[config.mk]
export PLATFORM = sky130hd
export DESIGN_NAME = pgtbl_walk_flat
export DESIGN_NICKNAME = d
export VERILOG_FILES = /design/src/hw/rtl/pgtbl_pkg.sv /design/src/hw/rtl/pgtbl_if.sv /design/src/hw/rtl/pgtbl_walk.sv /design/src/flat_wrapper.sv
export VERILOG_INCLUDE_DIRS = /design/src /design/src/hw/rtl
export SDC_FILE = /design/constraint.sdc
export NUM_CORES = 1
export LEC_CHECK = 0
export ABC_AREA = 1
export BUFFER_PORTS_ARGS = -buffer_cell sky130_fd_sc_hd__buf_2
export CAP_MARGIN = 20
export CORE_ASPECT_RATIO = 0.75
export CORE_UTILIZATION = 35
export CTS_BUF_LIST = sky130_fd_sc_hd__clkbuf_2 sky130_fd_sc_hd__clkbuf_4 sky130_fd_sc_hd__clkbuf_8
export CTS_CLUSTER_DIAMETER = 150
export CTS_CLUSTER_SIZE = 8
export DETAILED_ROUTE_END_ITERATION = 6
export GPL_ROUTABILITY_DRIVEN = 1
export PLACE_DENSITY_LB_ADDON = 0.2
export SKIP_LAST_GASP = 1
export SLEW_MARGIN = 20
export SYNTH_ARGS = -nofsm -noshare
export SYNTH_HDL_FRONTEND = slang
export SYNTH_SLANG_ARGS = --single-unit
[constraint.sdc]
create_clock -name clk -period 12 [get_ports clk]
set_input_delay 1.2 -clock clk [delete_from_list [all_inputs] [get_ports clk]]
set_output_delay 1.2 -clock clk [all_outputs]
set_load 0.02 [all_outputs]
[src/hw/rtl/four_level_page_table_manager_assert.svh]
// Assertion macros for the page table manager RTL.
`ifndef FOUR_LEVEL_PAGE_TABLE_MANAGER_ASSERT_SVH
`define FOUR_LEVEL_PAGE_TABLE_MANAGER_ASSERT_SVH

// Same-cycle implication, checked outside reset.
`define PGT_ASSERT_NOW(lbl, ante, cons, msg) \
	lbl: assert property (@(posedge clk) disable iff (!arst_n) (ante) |-> (cons)) \
		else $error(msg);

// Next-cycle implication, checked outside reset.
`define PGT_ASSERT_NEXT(lbl, ante, cons, msg) \
	lbl: assert property (@(posedge clk) disable iff (!arst_n) (ante) |=> (cons)) \
		else $error(msg);

`endif

[src/hw/rtl/pgtbl_pkg.sv]
// Types and constants of the page table manager.
`default_nettype none

package pgtbl_pkg;

	localparam int unsigned TABLE_PAGES_DFLT  = 64;
	localparam int unsigned ENTRIES_PER_TABLE = 512;
	localparam int unsigned IDX_W             = 9;
	localparam int unsigned VA_W              = 48;
	localparam int unsigned PA_W              = 52;
	localparam int unsigned PG_W              = 40;   // page number bits of a 52-bit address
	localparam int unsigned ENTRY_W           = 64;

	localparam logic [11:0] LINK_FLAGS = 12'h007;

	typedef enum logic [1:0] {
		OP_MAP    = 2'd0,
		OP_UNMAP  = 2'd1,
		OP_LOOKUP = 2'd2
	} op_t;

	typedef enum logic [1:0] {
		STAT_OK       = 2'd0,
		STAT_MISALIGN = 2'd1,
		STAT_ABSENT   = 2'd2,
		STAT_NO_PAGES = 2'd3
	} status_t;

	typedef enum logic [2:0] {
		S_IDLE,
		S_RD,
		S_EV,
		S_CLR,
		S_DONE
	} pgtbl_state_t;

	typedef struct packed {
		status_t           status;
		logic [PA_W-1:0]   translated_addr;
		logic              tlb_invalidate;
	} res_t;

endpackage

`default_nettype wire

[src/hw/rtl/pgtbl_if.sv]
// Request and response channel interfaces of the page table manager.
`default_nettype none

interface pgtbl_req_if import pgtbl_pkg::*; ();
	logic                 valid;
	logic                 ready;
	logic [1:0]           opcode;
	logic [VA_W-1:0]      virt_addr;
	logic [PA_W-1:0]      phys_addr;
	logic [ENTRY_W-1:0]   entry_flags;

	modport source (output valid, opcode, virt_addr, phys_addr, entry_flags, input ready);
	modport sink   (input valid, opcode, virt_addr, phys_addr, entry_flags, output ready);
endinterface


`default_nettype wire

[src/hw/rtl/pgtbl_walk.sv]
// Walk sequencer: decodes operations, walks levels, allocates and clears tables.
`default_nettype none

module pgtbl_walk import pgtbl_pkg::*; #(
	parameter int unsigned TABLE_PAGES = TABLE_PAGES_DFLT,
	localparam int unsigned PW = $clog2(TABLE_PAGES),
	localparam int unsigned NW = $clog2(TABLE_PAGES + 1),
	localparam int unsigned AW = PW + IDX_W
) (
	input  wire logic               clk,
	input  wire logic               arst_n,
	pgtbl_req_if.sink               req,
	input  wire logic               cfg_we,
	input  wire logic [PA_W-1:0]    cfg_wdata,
	output      logic               mem_we,
	output      logic [AW-1:0]      mem_waddr,
	output      logic [ENTRY_W-1:0] mem_wdata,
	output      logic               mem_re,
	output      logic [AW-1:0]      mem_raddr,
	input  wire logic [ENTRY_W-1:0] mem_rdata,
	output      logic               res_valid,
	input  wire logic               res_ready,
	output      res_t               res
);

	pgtbl_state_t state_q, state_d;

	logic [1:0]          lvl_q;
	logic [PW-1:0]       cur_q;
	logic [NW-1:0]       nfp_q;
	logic [IDX_W-1:0]    cnt_q;
	logic                init_q;
	logic [PA_W-1:0]     base_q;

	logic [1:0]          op_q;
	logic [VA_W-1:0]     va_q;
	logic [PG_W-1:0]     pa_pg_q;
	logic [ENTRY_W-1:0]  fl_q;
	res_t                res_q;

	logic                accept;
	logic                pre_fail;
	status_t             pre_stat;

	logic [IDX_W-1:0]    idx;
	logic                is_leaf;
	logic                leaf_wr;
	logic                cnt_end;
	logic                can_alloc;
	logic [PG_W:0]       diff;
	logic                follow_ok;
	logic [PW-1:0]       next_pg;
	logic [PG_W-1:0]     link_pg;
	logic [ENTRY_W-1:0]  leaf_val;

	logic                ev_done;
	logic                ev_alloc;
	status_t             ev_stat;
	logic [PA_W-1:0]     ev_addr;

	assign accept = req.valid && req.ready;

	// Alignment and opcode checks done straight off the request.
	always_comb begin
		pre_fail = 1'b0;
		pre_stat = STAT_OK;
		case (req.opcode)
			OP_MAP: begin
				if (req.virt_addr[11:0] != 12'd0 || req.phys_addr[11:0] != 12'd0) begin
					pre_fail = 1'b1;
					pre_stat = STAT_MISALIGN;
				end
			end
			OP_UNMAP: begin
				if (req.virt_addr[11:0] != 12'd0) begin
					pre_fail = 1'b1;
					pre_stat = STAT_MISALIGN;
				end
			end
			OP_LOOKUP: begin
				pre_fail = 1'b0;
			end
			default: begin
				pre_fail = 1'b1;
				pre_stat = STAT_ABSENT;
			end
		endcase
	end

	always_comb begin
		unique case (lvl_q)
			2'd0:    idx = va_q[47:39];
			2'd1:    idx = va_q[38:30];
			2'd2:    idx = va_q[29:21];
			default: idx = va_q[20:12];
		endcase
	end

	assign is_leaf   = (lvl_q == 2'd3);
	assign leaf_wr   = is_leaf && (op_q != OP_LOOKUP);
	assign cnt_end   = (cnt_q == IDX_W'(ENTRIES_PER_TABLE - 1));
	assign can_alloc = (nfp_q < NW'(TABLE_PAGES));
	assign leaf_val  = (op_q == OP_MAP) ? ({12'd0, pa_pg_q, 12'd0} | fl_q | 64'd1) : '0;
	assign link_pg   = base_q[51:12] + PG_W'(nfp_q);

	// Pointer check: present, inside the table area, at an allocated page.
	assign diff      = {1'b0, mem_rdata[51:12]} - {1'b0, base_q[51:12]};
	assign follow_ok = mem_rdata[0] && !diff[PG_W] && (diff[PG_W-1:NW] == '0)
		&& (diff[NW-1:0] < nfp_q);
	assign next_pg   = diff[PW-1:0];

	always_comb begin
		ev_done  = 1'b0;
		ev_alloc = 1'b0;
		ev_stat  = STAT_OK;
		ev_addr  = '0;
		if (op_q == OP_LOOKUP && is_leaf) begin
			ev_done = 1'b1;
			if (mem_rdata[0]) begin
				ev_addr = {mem_rdata[51:12], va_q[11:0]};
			end else begin
				ev_stat = STAT_ABSENT;
			end
		end else if (op_q == OP_LOOKUP && lvl_q == 2'd2 && mem_rdata[0] && mem_rdata[7]) begin
			// 2 MiB page at the directory level
			ev_done = 1'b1;
			ev_addr = {mem_rdata[51:21], va_q[20:0]};
		end else if (op_q == OP_MAP && !mem_rdata[0]) begin
			if (can_alloc) begin
				ev_alloc = 1'b1;
			end else begin
				ev_done = 1'b1;
				ev_stat = STAT_NO_PAGES;
			end
		end else if (!follow_ok) begin
			ev_done = 1'b1;
			ev_stat = STAT_ABSENT;
		end
	end

	// Next state
	always_comb begin
		state_d = state_q;
		unique case (state_q)
			S_IDLE: begin
				if (accept) begin
					state_d = pre_fail ? S_DONE : S_RD;
				end
			end
			S_RD: begin
				state_d = leaf_wr ? S_DONE : S_EV;
			end
			S_EV: begin
				if (ev_done) begin
					state_d = S_DONE;
				end else if (ev_alloc) begin
					state_d = S_CLR;
				end else begin
					state_d = S_RD;
				end
			end
			S_CLR: begin
				if (cnt_end) begin
					state_d = init_q ? S_IDLE : S_RD;
				end
			end
			S_DONE: begin
				if (res_ready) begin
					state_d = S_IDLE;
				end
			end
			default: state_d = S_IDLE;
		endcase
	end

	// Outputs
	always_comb begin
		req.ready = 1'b0;
		mem_re    = 1'b0;
		mem_raddr = {cur_q, idx};
		mem_we    = 1'b0;
		mem_waddr = {cur_q, idx};
		mem_wdata = '0;
		res_valid = 1'b0;
		unique case (state_q)
			S_IDLE: begin
				req.ready = 1'b1;
			end
			S_RD: begin
				if (leaf_wr) begin
					mem_we    = 1'b1;
					mem_wdata = leaf_val;
				end else begin
					mem_re = 1'b1;
				end
			end
			S_EV: begin
				if (ev_alloc) begin
					mem_we    = 1'b1;
					mem_wdata = {12'd0, link_pg, LINK_FLAGS};
				end
			end
			S_CLR: begin
				mem_we    = 1'b1;
				mem_waddr = {cur_q, cnt_q};
			end
			S_DONE: begin
				res_valid = 1'b1;
			end
			default: begin
				res_valid = 1'b0;
			end
		endcase
	end

	assign res = res_q;

	always_ff @(posedge clk or negedge arst_n) begin
		if (!arst_n) begin
			state_q <= S_CLR;   // root page sweep after reset
			init_q  <= 1'b1;
			lvl_q   <= '0;
			cur_q   <= '0;
			cnt_q   <= '0;
			nfp_q   <= NW'(1);
			base_q  <= '0;
		end else begin
			state_q <= state_d;
			if (cfg_we) begin
				base_q <= cfg_wdata;
			end
			case (state_q)
				S_IDLE: begin
					if (accept) begin
						lvl_q <= '0;
						cur_q <= '0;
					end
				end
				S_EV: begin
					if (ev_alloc) begin
						cur_q <= nfp_q[PW-1:0];
						nfp_q <= nfp_q + NW'(1);
						lvl_q <= lvl_q + 2'd1;
						cnt_q <= '0;
					end else if (!ev_done) begin
						cur_q <= next_pg;
						lvl_q <= lvl_q + 2'd1;
					end
				end
				S_CLR: begin
					cnt_q <= cnt_q + IDX_W'(1);
					if (cnt_end) begin
						init_q <= 1'b0;
					end
				end
				default: begin
					cnt_q <= cnt_q;
				end
			endcase
		end
	end

	always_ff @(posedge clk) begin
		if (state_q == S_IDLE && accept) begin
			op_q    <= req.opcode;
			va_q    <= req.virt_addr;
			pa_pg_q <= req.phys_addr[51:12];
			fl_q    <= req.entry_flags;
			res_q   <= '{status: pre_stat, translated_addr: '0, tlb_invalidate: 1'b0};
		end else if (state_q == S_RD && leaf_wr) begin
			res_q   <= '{status: STAT_OK, translated_addr: '0, tlb_invalidate: 1'b1};
		end else if (state_q == S_EV && ev_done) begin
			res_q   <= '{status: ev_stat, translated_addr: ev_addr, tlb_invalidate: 1'b0};
		end
	end

`include "four_level_page_table_manager_assert.svh"

	`PGT_ASSERT_NOW(a_nfp_bound, 1'b1, nfp_q <= NW'(TABLE_PAGES), "page counter past table area")
	`PGT_ASSERT_NOW(a_no_rw_clash, mem_we, !mem_re, "table read and write in one cycle")
	`PGT_ASSERT_NOW(a_inv_ok, res_valid && res.tlb_invalidate, res.status == STAT_OK,
		"invalidate flagged on a failed operation")
	`PGT_ASSERT_NOW(a_ev_after_rd, state_q == S_EV, $past(state_q) == S_RD,
		"evaluation without a table read")
	`PGT_ASSERT_NOW(a_init_blocks, init_q, !req.ready, "request taken during root sweep")

endmodule

`default_nettype wire

[src/flat_wrapper.sv]
// flat-port wrapper written by rule: the top's interface ports become plain ports
module pgtbl_walk_flat import pgtbl_pkg::*;
#(
	parameter int unsigned TABLE_PAGES = TABLE_PAGES_DFLT,
	localparam int unsigned PW = $clog2(TABLE_PAGES),
	localparam int unsigned NW = $clog2(TABLE_PAGES + 1),
	localparam int unsigned AW = PW + IDX_W
)
  (clk, arst_n, cfg_we, cfg_wdata, mem_we, mem_waddr, mem_wdata, mem_re, mem_raddr, mem_rdata, res_valid, res_ready, res, req_valid, req_opcode, req_virt_addr, req_phys_addr, req_entry_flags, req_ready);
  pgtbl_req_if req_i ();
  input  wire logic clk;
  input  wire logic arst_n;
  input  wire logic cfg_we;
  input  wire logic [PA_W-1:0] cfg_wdata;
  output      logic mem_we;
  output      logic [AW-1:0] mem_waddr;
  output      logic [ENTRY_W-1:0] mem_wdata;
  output      logic mem_re;
  output      logic [AW-1:0] mem_raddr;
  input  wire logic [ENTRY_W-1:0] mem_rdata;
  output      logic res_valid;
  input  wire logic res_ready;
  output      res_t res;
  input wire logic [$bits(req_i.valid)-1:0] req_valid;
  input wire logic [$bits(req_i.opcode)-1:0] req_opcode;
  input wire logic [$bits(req_i.virt_addr)-1:0] req_virt_addr;
  input wire logic [$bits(req_i.phys_addr)-1:0] req_phys_addr;
  input wire logic [$bits(req_i.entry_flags)-1:0] req_entry_flags;
  output wire logic [$bits(req_i.ready)-1:0] req_ready;
  assign req_i.valid = req_valid;
  assign req_i.opcode = req_opcode;
  assign req_i.virt_addr = req_virt_addr;
  assign req_i.phys_addr = req_phys_addr;
  assign req_i.entry_flags = req_entry_flags;
  assign req_ready = req_i.ready;
  pgtbl_walk #(.TABLE_PAGES(TABLE_PAGES)) u_core (.clk(clk), .arst_n(arst_n), .req(req_i), .cfg_we(cfg_we), .cfg_wdata(cfg_wdata), .mem_we(mem_we), .mem_waddr(mem_waddr), .mem_wdata(mem_wdata), .mem_re(mem_re), .mem_raddr(mem_raddr), .mem_rdata(mem_rdata), .res_valid(res_valid), .res_ready(res_ready), .res(res));
endmodule
# Yosys cells after proc, flatten, opt, wreduce, memory -nomap -nowiden
# Index checks and enable logic that the tools add are counted.
word_totals:
  regBits: 289
  input_bits: 287
  out_inout_bits: 153
  wordCells: 131
classes:
  add_sub_neg: 5
  order_cmp: 2
  eq_ne: 17
  n_mux: 59
  bitwise: 1
  reduce_logical: 33
op_table:
  columns: ["operator", "count"]
  rows:
  - ["two-way mux 52 bit", 4]
  - ["two-way mux 55 bit", 3]
  - ["two-way mux 64 bit", 2]
  - ["case mux 64 bit (2 select lines)", 1]
  - ["bitwise OR 52 x 64 -> 64 bit", 1]
  - ["subtractor 40 x 40 -> 41 bit", 1]
  - ["adder 40 x 7 -> 40 bit", 1]
  - ["logical NOT 33 bit", 1]
  - ["case mux 9 bit (3 select lines)", 1]
  - ["nonzero test 12 bit", 2]
  - ["two-way mux 1 bit", 20]
  - ["two-way mux 2 bit", 10]
  - ["two-way mux 3 bit", 6]
  - ["two-way mux 6 bit", 3]
  - ["two-way mux 9 bit", 2]
  - ["case mux 9 bit (2 select lines)", 1]
  - ["case mux 3 bit (5 select lines)", 1]
  - ["logical AND 1 bit", 13]
  - ["case mux 6 bit (2 select lines)", 1]
  - ["adder 9 x 1 -> 9 bit, second input constant", 1]
  - ["== test 9 bit, second input constant", 1]
  - ["== test 2 bit, second input constant", 4]
  - ["adder 7 x 1 -> 7 bit, second input constant", 1]
  - ["< comparator 7 bit", 1]
  - ["other kinds (21)", 35]

# Depth between registers and ports, before layout
depth:
  word_depth: 13
  mapped_depth: 28
  depth_no_buf: 26

# Least setup slack after synthesis
# No wires, ideal clock.
synth_timing:
  path_type: "input -> register"
  start: "input req_valid"
  end: "register u_core.res_q, in the netlist u_core.res[53] (enable)"
  setup_ns: 0.298
  arrival_ns: 9.200
  required_ns: 11.702
  setup_slack_ns: 2.502
  stages: 5
  n_path_buf: 1
  path_cell_list: "inv_1 > nor2_1 > nor2_1 > clkbuf_1 > nand2_1"
synth_via:
  elab_chain_cells: 3
synth_rtl:
  columns: ["element", "line_no", "rtl"]
  rows:
  - ["start, declared", "flat_wrapper.sv:24", "input wire logic [$bits(req_i.valid)-1:0] req_valid;"]
  - ["logical AND 1 bit", "pgtbl_walk.sv:61", "assign accept = req.valid && req.ready;"]
  - ["logical AND 1 bit", "pgtbl_walk.sv:264", "if (state_q == S_IDLE && accept) begin"]
  - ["nonzero test 3 bit (no line)", null, null]
  - ["end signal, assigned", "pgtbl_walk.sv:269", "res_q <= '{status: pre_stat, translated_addr: '0, tlb_invalidate: 1'b0};"]
  - ["end signal, assigned", "pgtbl_walk.sv:271", "res_q <= '{status: STAT_OK, translated_addr: '0, tlb_invalidate: 1'b1};"]
  - ["end signal, assigned", "pgtbl_walk.sv:273", "res_q <= '{status: ev_stat, translated_addr: ev_addr, tlb_invalidate: 1'b0};"]
  - ["end, declared", "pgtbl_walk.sv:39", "res_t res_q;"]
# No other way between the ends.
# A chain may end at the register's enable or synchronous reset.

# Worst setup path after layout
layout_timing:
  start: "register u_core.lvl_q[0]"
  end: "output mem_wdata[2]"
layout_via:
  elab_chain_cells: 8
  elab_cells_between_ends: 12
  cone_classes: "eq/ne: 2; mux: 5; reduce/logical: 5"
layout_rtl:
  columns: ["element", "line_no", "rtl"]
  rows:
  - ["start, declared", "pgtbl_walk.sv:28", "logic [1:0] lvl_q;"]
  - ["start signal, assigned", "pgtbl_walk.sv:243", "lvl_q <= lvl_q + 2'd1;"]
  - ["start signal, assigned", "pgtbl_walk.sv:247", "lvl_q <= lvl_q + 2'd1;"]
  - ["== test 2 bit", "pgtbl_walk.sv:124", "end else if (op_q == OP_LOOKUP && lvl_q == 2'd2 && mem_rdata[0] && mem_rdata[7]) begin"]
  - ["logical AND 1 bit (3 in a row)", "pgtbl_walk.sv:124", null]
  - ["two-way mux 1 bit", "pgtbl_walk.sv:124", null]
  - ["two-way mux 1 bit", "pgtbl_walk.sv:117", "if (op_q == OP_LOOKUP && is_leaf) begin"]
  - ["two-way mux 52 bit", "pgtbl_walk.sv:198", "if (ev_alloc) begin"]
  - ["case mux 64 bit (2 select lines) *", "pgtbl_walk.sv:185", "unique case (state_q)"]
  - ["end, declared", "flat_wrapper.sv:17", "output logic [ENTRY_W-1:0] mem_wdata;"]
# Mark *: on every way between the ends. The rest lies on a longest branch, timed or not.

==> flow_summary.ini <==
[run_status]
outcome = finished, final reports clean

[logic_synthesis]
ys_ff_latch = 276
synth.most_common_cell = nand2_1
ys.flop_type = edfxtp_1
synthTopCellsByArea = edfxtp_1 30%, nand2_1 13%, dfrtp_1 10%
syn_inst = 1988
yosys.area.top_type_share_pct = 29.9
synth_area_leader_cell = edfxtp_1
async_reset_ff_share_pct = 24.6
ys_seq_area_share_pct = 47.7
yosysUniqueCellTypes = 49
syn_nets = 2337
synth_area_um2 = 15600
synth_top_cells_by_count = 529 x nand2_1, 266 x inv_1, 230 x o21ai_0
avgSynthCellArea_um2 = 7.83
ys_warn_count = 0
synth_edf_count = 155

[setup_path]
crit_path_cell_trace = ha_1 > inv_1 > nor2_1 > inv_1 > nor2_1 > inv_1 > nor2_2 > buf_4 > clkinv_1 > nand2_1 > o21a_1 > buf_2
cp-start-kind = register
cpMostUsedCell = inv_1
slowest_stage = clkinv_1
criticalPathCategory = reg2out
required_ps = 10800
max_stage_delay_ps = 730
cp.arrival_ps = 4470
cp_max_fo = 36
endpoint_kind = primary output

[clocking]
clock_tree.buffer_depth = 3
clockRootBuffer = clkbuf_8
hold_buffers = 0
cts_resized = 0
cts_buffers = 40
worstSkewPairLatency_ps = 590
cts.clk_slew.worst_paths_ps = 70
cts_tree = done
postCtsSetupRepairBufs = 0
cts_sinks = 276
cts.htree.levels = 2

[cells_and_area]
layout.nets = 2734
final_area_um2 = 19000
synthToLayoutAreaGrowth_pct = 21.8
drive_above_1_share_pct = 21.3

[hold_path]
min_path_type = reg2reg

[timing]
tns_ps = 0
rsz0062_at_grt = false
worst_slew_pin_slew_ps = 1070
setup_viol = 0
max_freq_mhz = 176
relSlewSlack_pct = 29.0
min_period_over_period_pct = 47.2
fin_worst_skew_ps = 17.2
slew_viol_final = 0
finalCriticalPeriod_ps = 5670
hold_viol = 0

[die]
initial_core_util_pct = 35.7
io_pins = 440
fp.dieH_um = 185
core_um2 = 43600
die_w_um = 246
core.rowCount = 66
fp.dieArea_um2 = 45400

[placed_design]
portBuffers = 404
place.gp.congestion = 0.920
placed_area_um2 = 18100
dp_hpwl_um = 44100

[grt]
globalRoute.totalOverflow = 0
grt_max_degree = 111
grt_pass1_wl_um = 82400
grt_pass1_vias = 14000
antenna_found_initial = 7
grt_use_total_pct = 24.1

[power]
p_leak_nw = 9.16
power_density_nw_per_um2 = 152
peakVddDrop_mv = 0.0941
fin_total_pwr_mw = 2.89

[routing]
drt-initial-drc-count = 1073
vias = 14900
drcViolationCount = 0
wl_um = 55900
ant_nets = 0
drt_pass1_iterations = 7
wl_per_cell_um = 18.6
vias_per_cell = 4.99

[run]
drv_cap = 0
-- worst paths after layout --
| kind | start | to | slack [ps] | cells after the start |
|---|---|---|---|---|
| setup / recovery | u_core.lvl_q[0] | mem_wdata[2] | 6330 | 12 |
| hold / removal | u_core.res[16] | u_core.res[16] | 470 | 2 |
| setup reg to reg | u_core.base_q[12] | u_core.res[54] | 7760 | 22 |
| hold reg to reg | u_core.res[16] | u_core.res[16] | 470 | 2 |
| max in group asynchronous | arst_n | u_core.base_q[45] | 10540 | 2 |
| min in group asynchronous | arst_n | u_core.cnt_q[4] | 850 | 2 |
-- state kept, by name, summed over array words and instances (netlist names) --
name and flops:
u_core.fl_q 63, u_core.op_q 2, u_core.state_q 3, u_core.va_q 48
u_core.lvl_q 2, u_core.cnt_q 9, u_core.pa_pg_q 40, u_core.base_q 40
u_core.res 55, u_core.init_q 1, u_core.nfp_q 7, u_core.cur_q 6
-- cell families after synthesis --
group           after synthesis  share of synthesized area, %
simple gates                936                          24.8
compound gates              358                          12.5
buf+inv                     331                          8.57
flops                       276                          47.7
fa+ha+maj                    62                          5.08
xor+xnor                     24                          1.35
mux                           1                        0.0723
-- metal layers --
layer,wire [µm],vias to the layer above,global-route usage [%],part of all wire (%)
li1,-,7354,-,-
met1,26700,6998,35.5,48
met2,23800,521,35.7,43
met3,4250,68,4.79,7.6
met4,1140,4,6.04,2.0
met5,25,-,0,0.045
-- critical path: cells and delay by family, from the launching register on --
| kind | cells | cell delay (ps) |
|---|---|---|
| buffers and inverters | 6 | 1770 |
| and+or+nand+nor | 4 | 930 |
| adders and majority gates | 1 | 540 |
| DFF | 1 | 430 |
| AOI/OAI and AO/OA | 1 | 150 |
-- power by group --
part	switching (mW)	internal (mW)
clock network	0.383	0.422
logic	0.587	0.222
registers	0.0602	1.22
total	1.03	1.86
-- cell usage in the layout (no fill, tap or decap), drive strengths merged, types with 3 or more instances in the layout --
| cell | netlist | final |
|---|---|---|
| a21o | 5 | 5 |
| a21oi | 68 | 68 |
| a31oi | 3 | 3 |
| a32oi | 7 | 7 |
| buf | 15 | 413 |
| clkbuf | 43 | 68 |
| clkinv | 4 | 4 |
| dfrtp | 64 | 64 |
| dfstp | 4 | 4 |
| dfxtp | 53 | 53 |
| diode | 0 | 5 |
| edfxtp | 155 | 155 |
| ha | 60 | 60 |
| inv | 269 | 271 |
| nand2 | 533 | 533 |
| nand3 | 134 | 134 |
| nand3b | 5 | 5 |
| nand4 | 16 | 16 |
| nor2 | 201 | 201 |
| nor3 | 29 | 29 |
| nor4 | 14 | 14 |
| o211ai | 4 | 4 |
| o21ai | 238 | 238 |
| o21bai | 5 | 5 |
| o22ai | 7 | 7 |
| o31ai | 8 | 8 |
| o32ai | 6 | 6 |
| xnor2 | 8 | 8 |
| xor2 | 16 | 16 |
-- area by class of cell --
cell class	instances	area, µm²
inverters	273	1020
clock inverters	3	55.1
multi-input cells	1381	6870
well taps	578	723
repair buffers	413	2100
clock buffers	68	761
flip-flops and latches	276	7420
diodes	5	12.5
fillers	4505	24600
-- metrics by stage --
stage	utilization (%)	setup WS, ps	hold slack, ps	instances
finish	43.5	6330	467	2997
global route	43.5	5920	490	2994
floorplan	-	2500	443	1988
CTS	43.4	6270	470	2991
global placement	41.5	6640	457	2920
detailed placement	41.5	6590	459	2920
No activity file was read; power rests on OpenSTA's default activity.
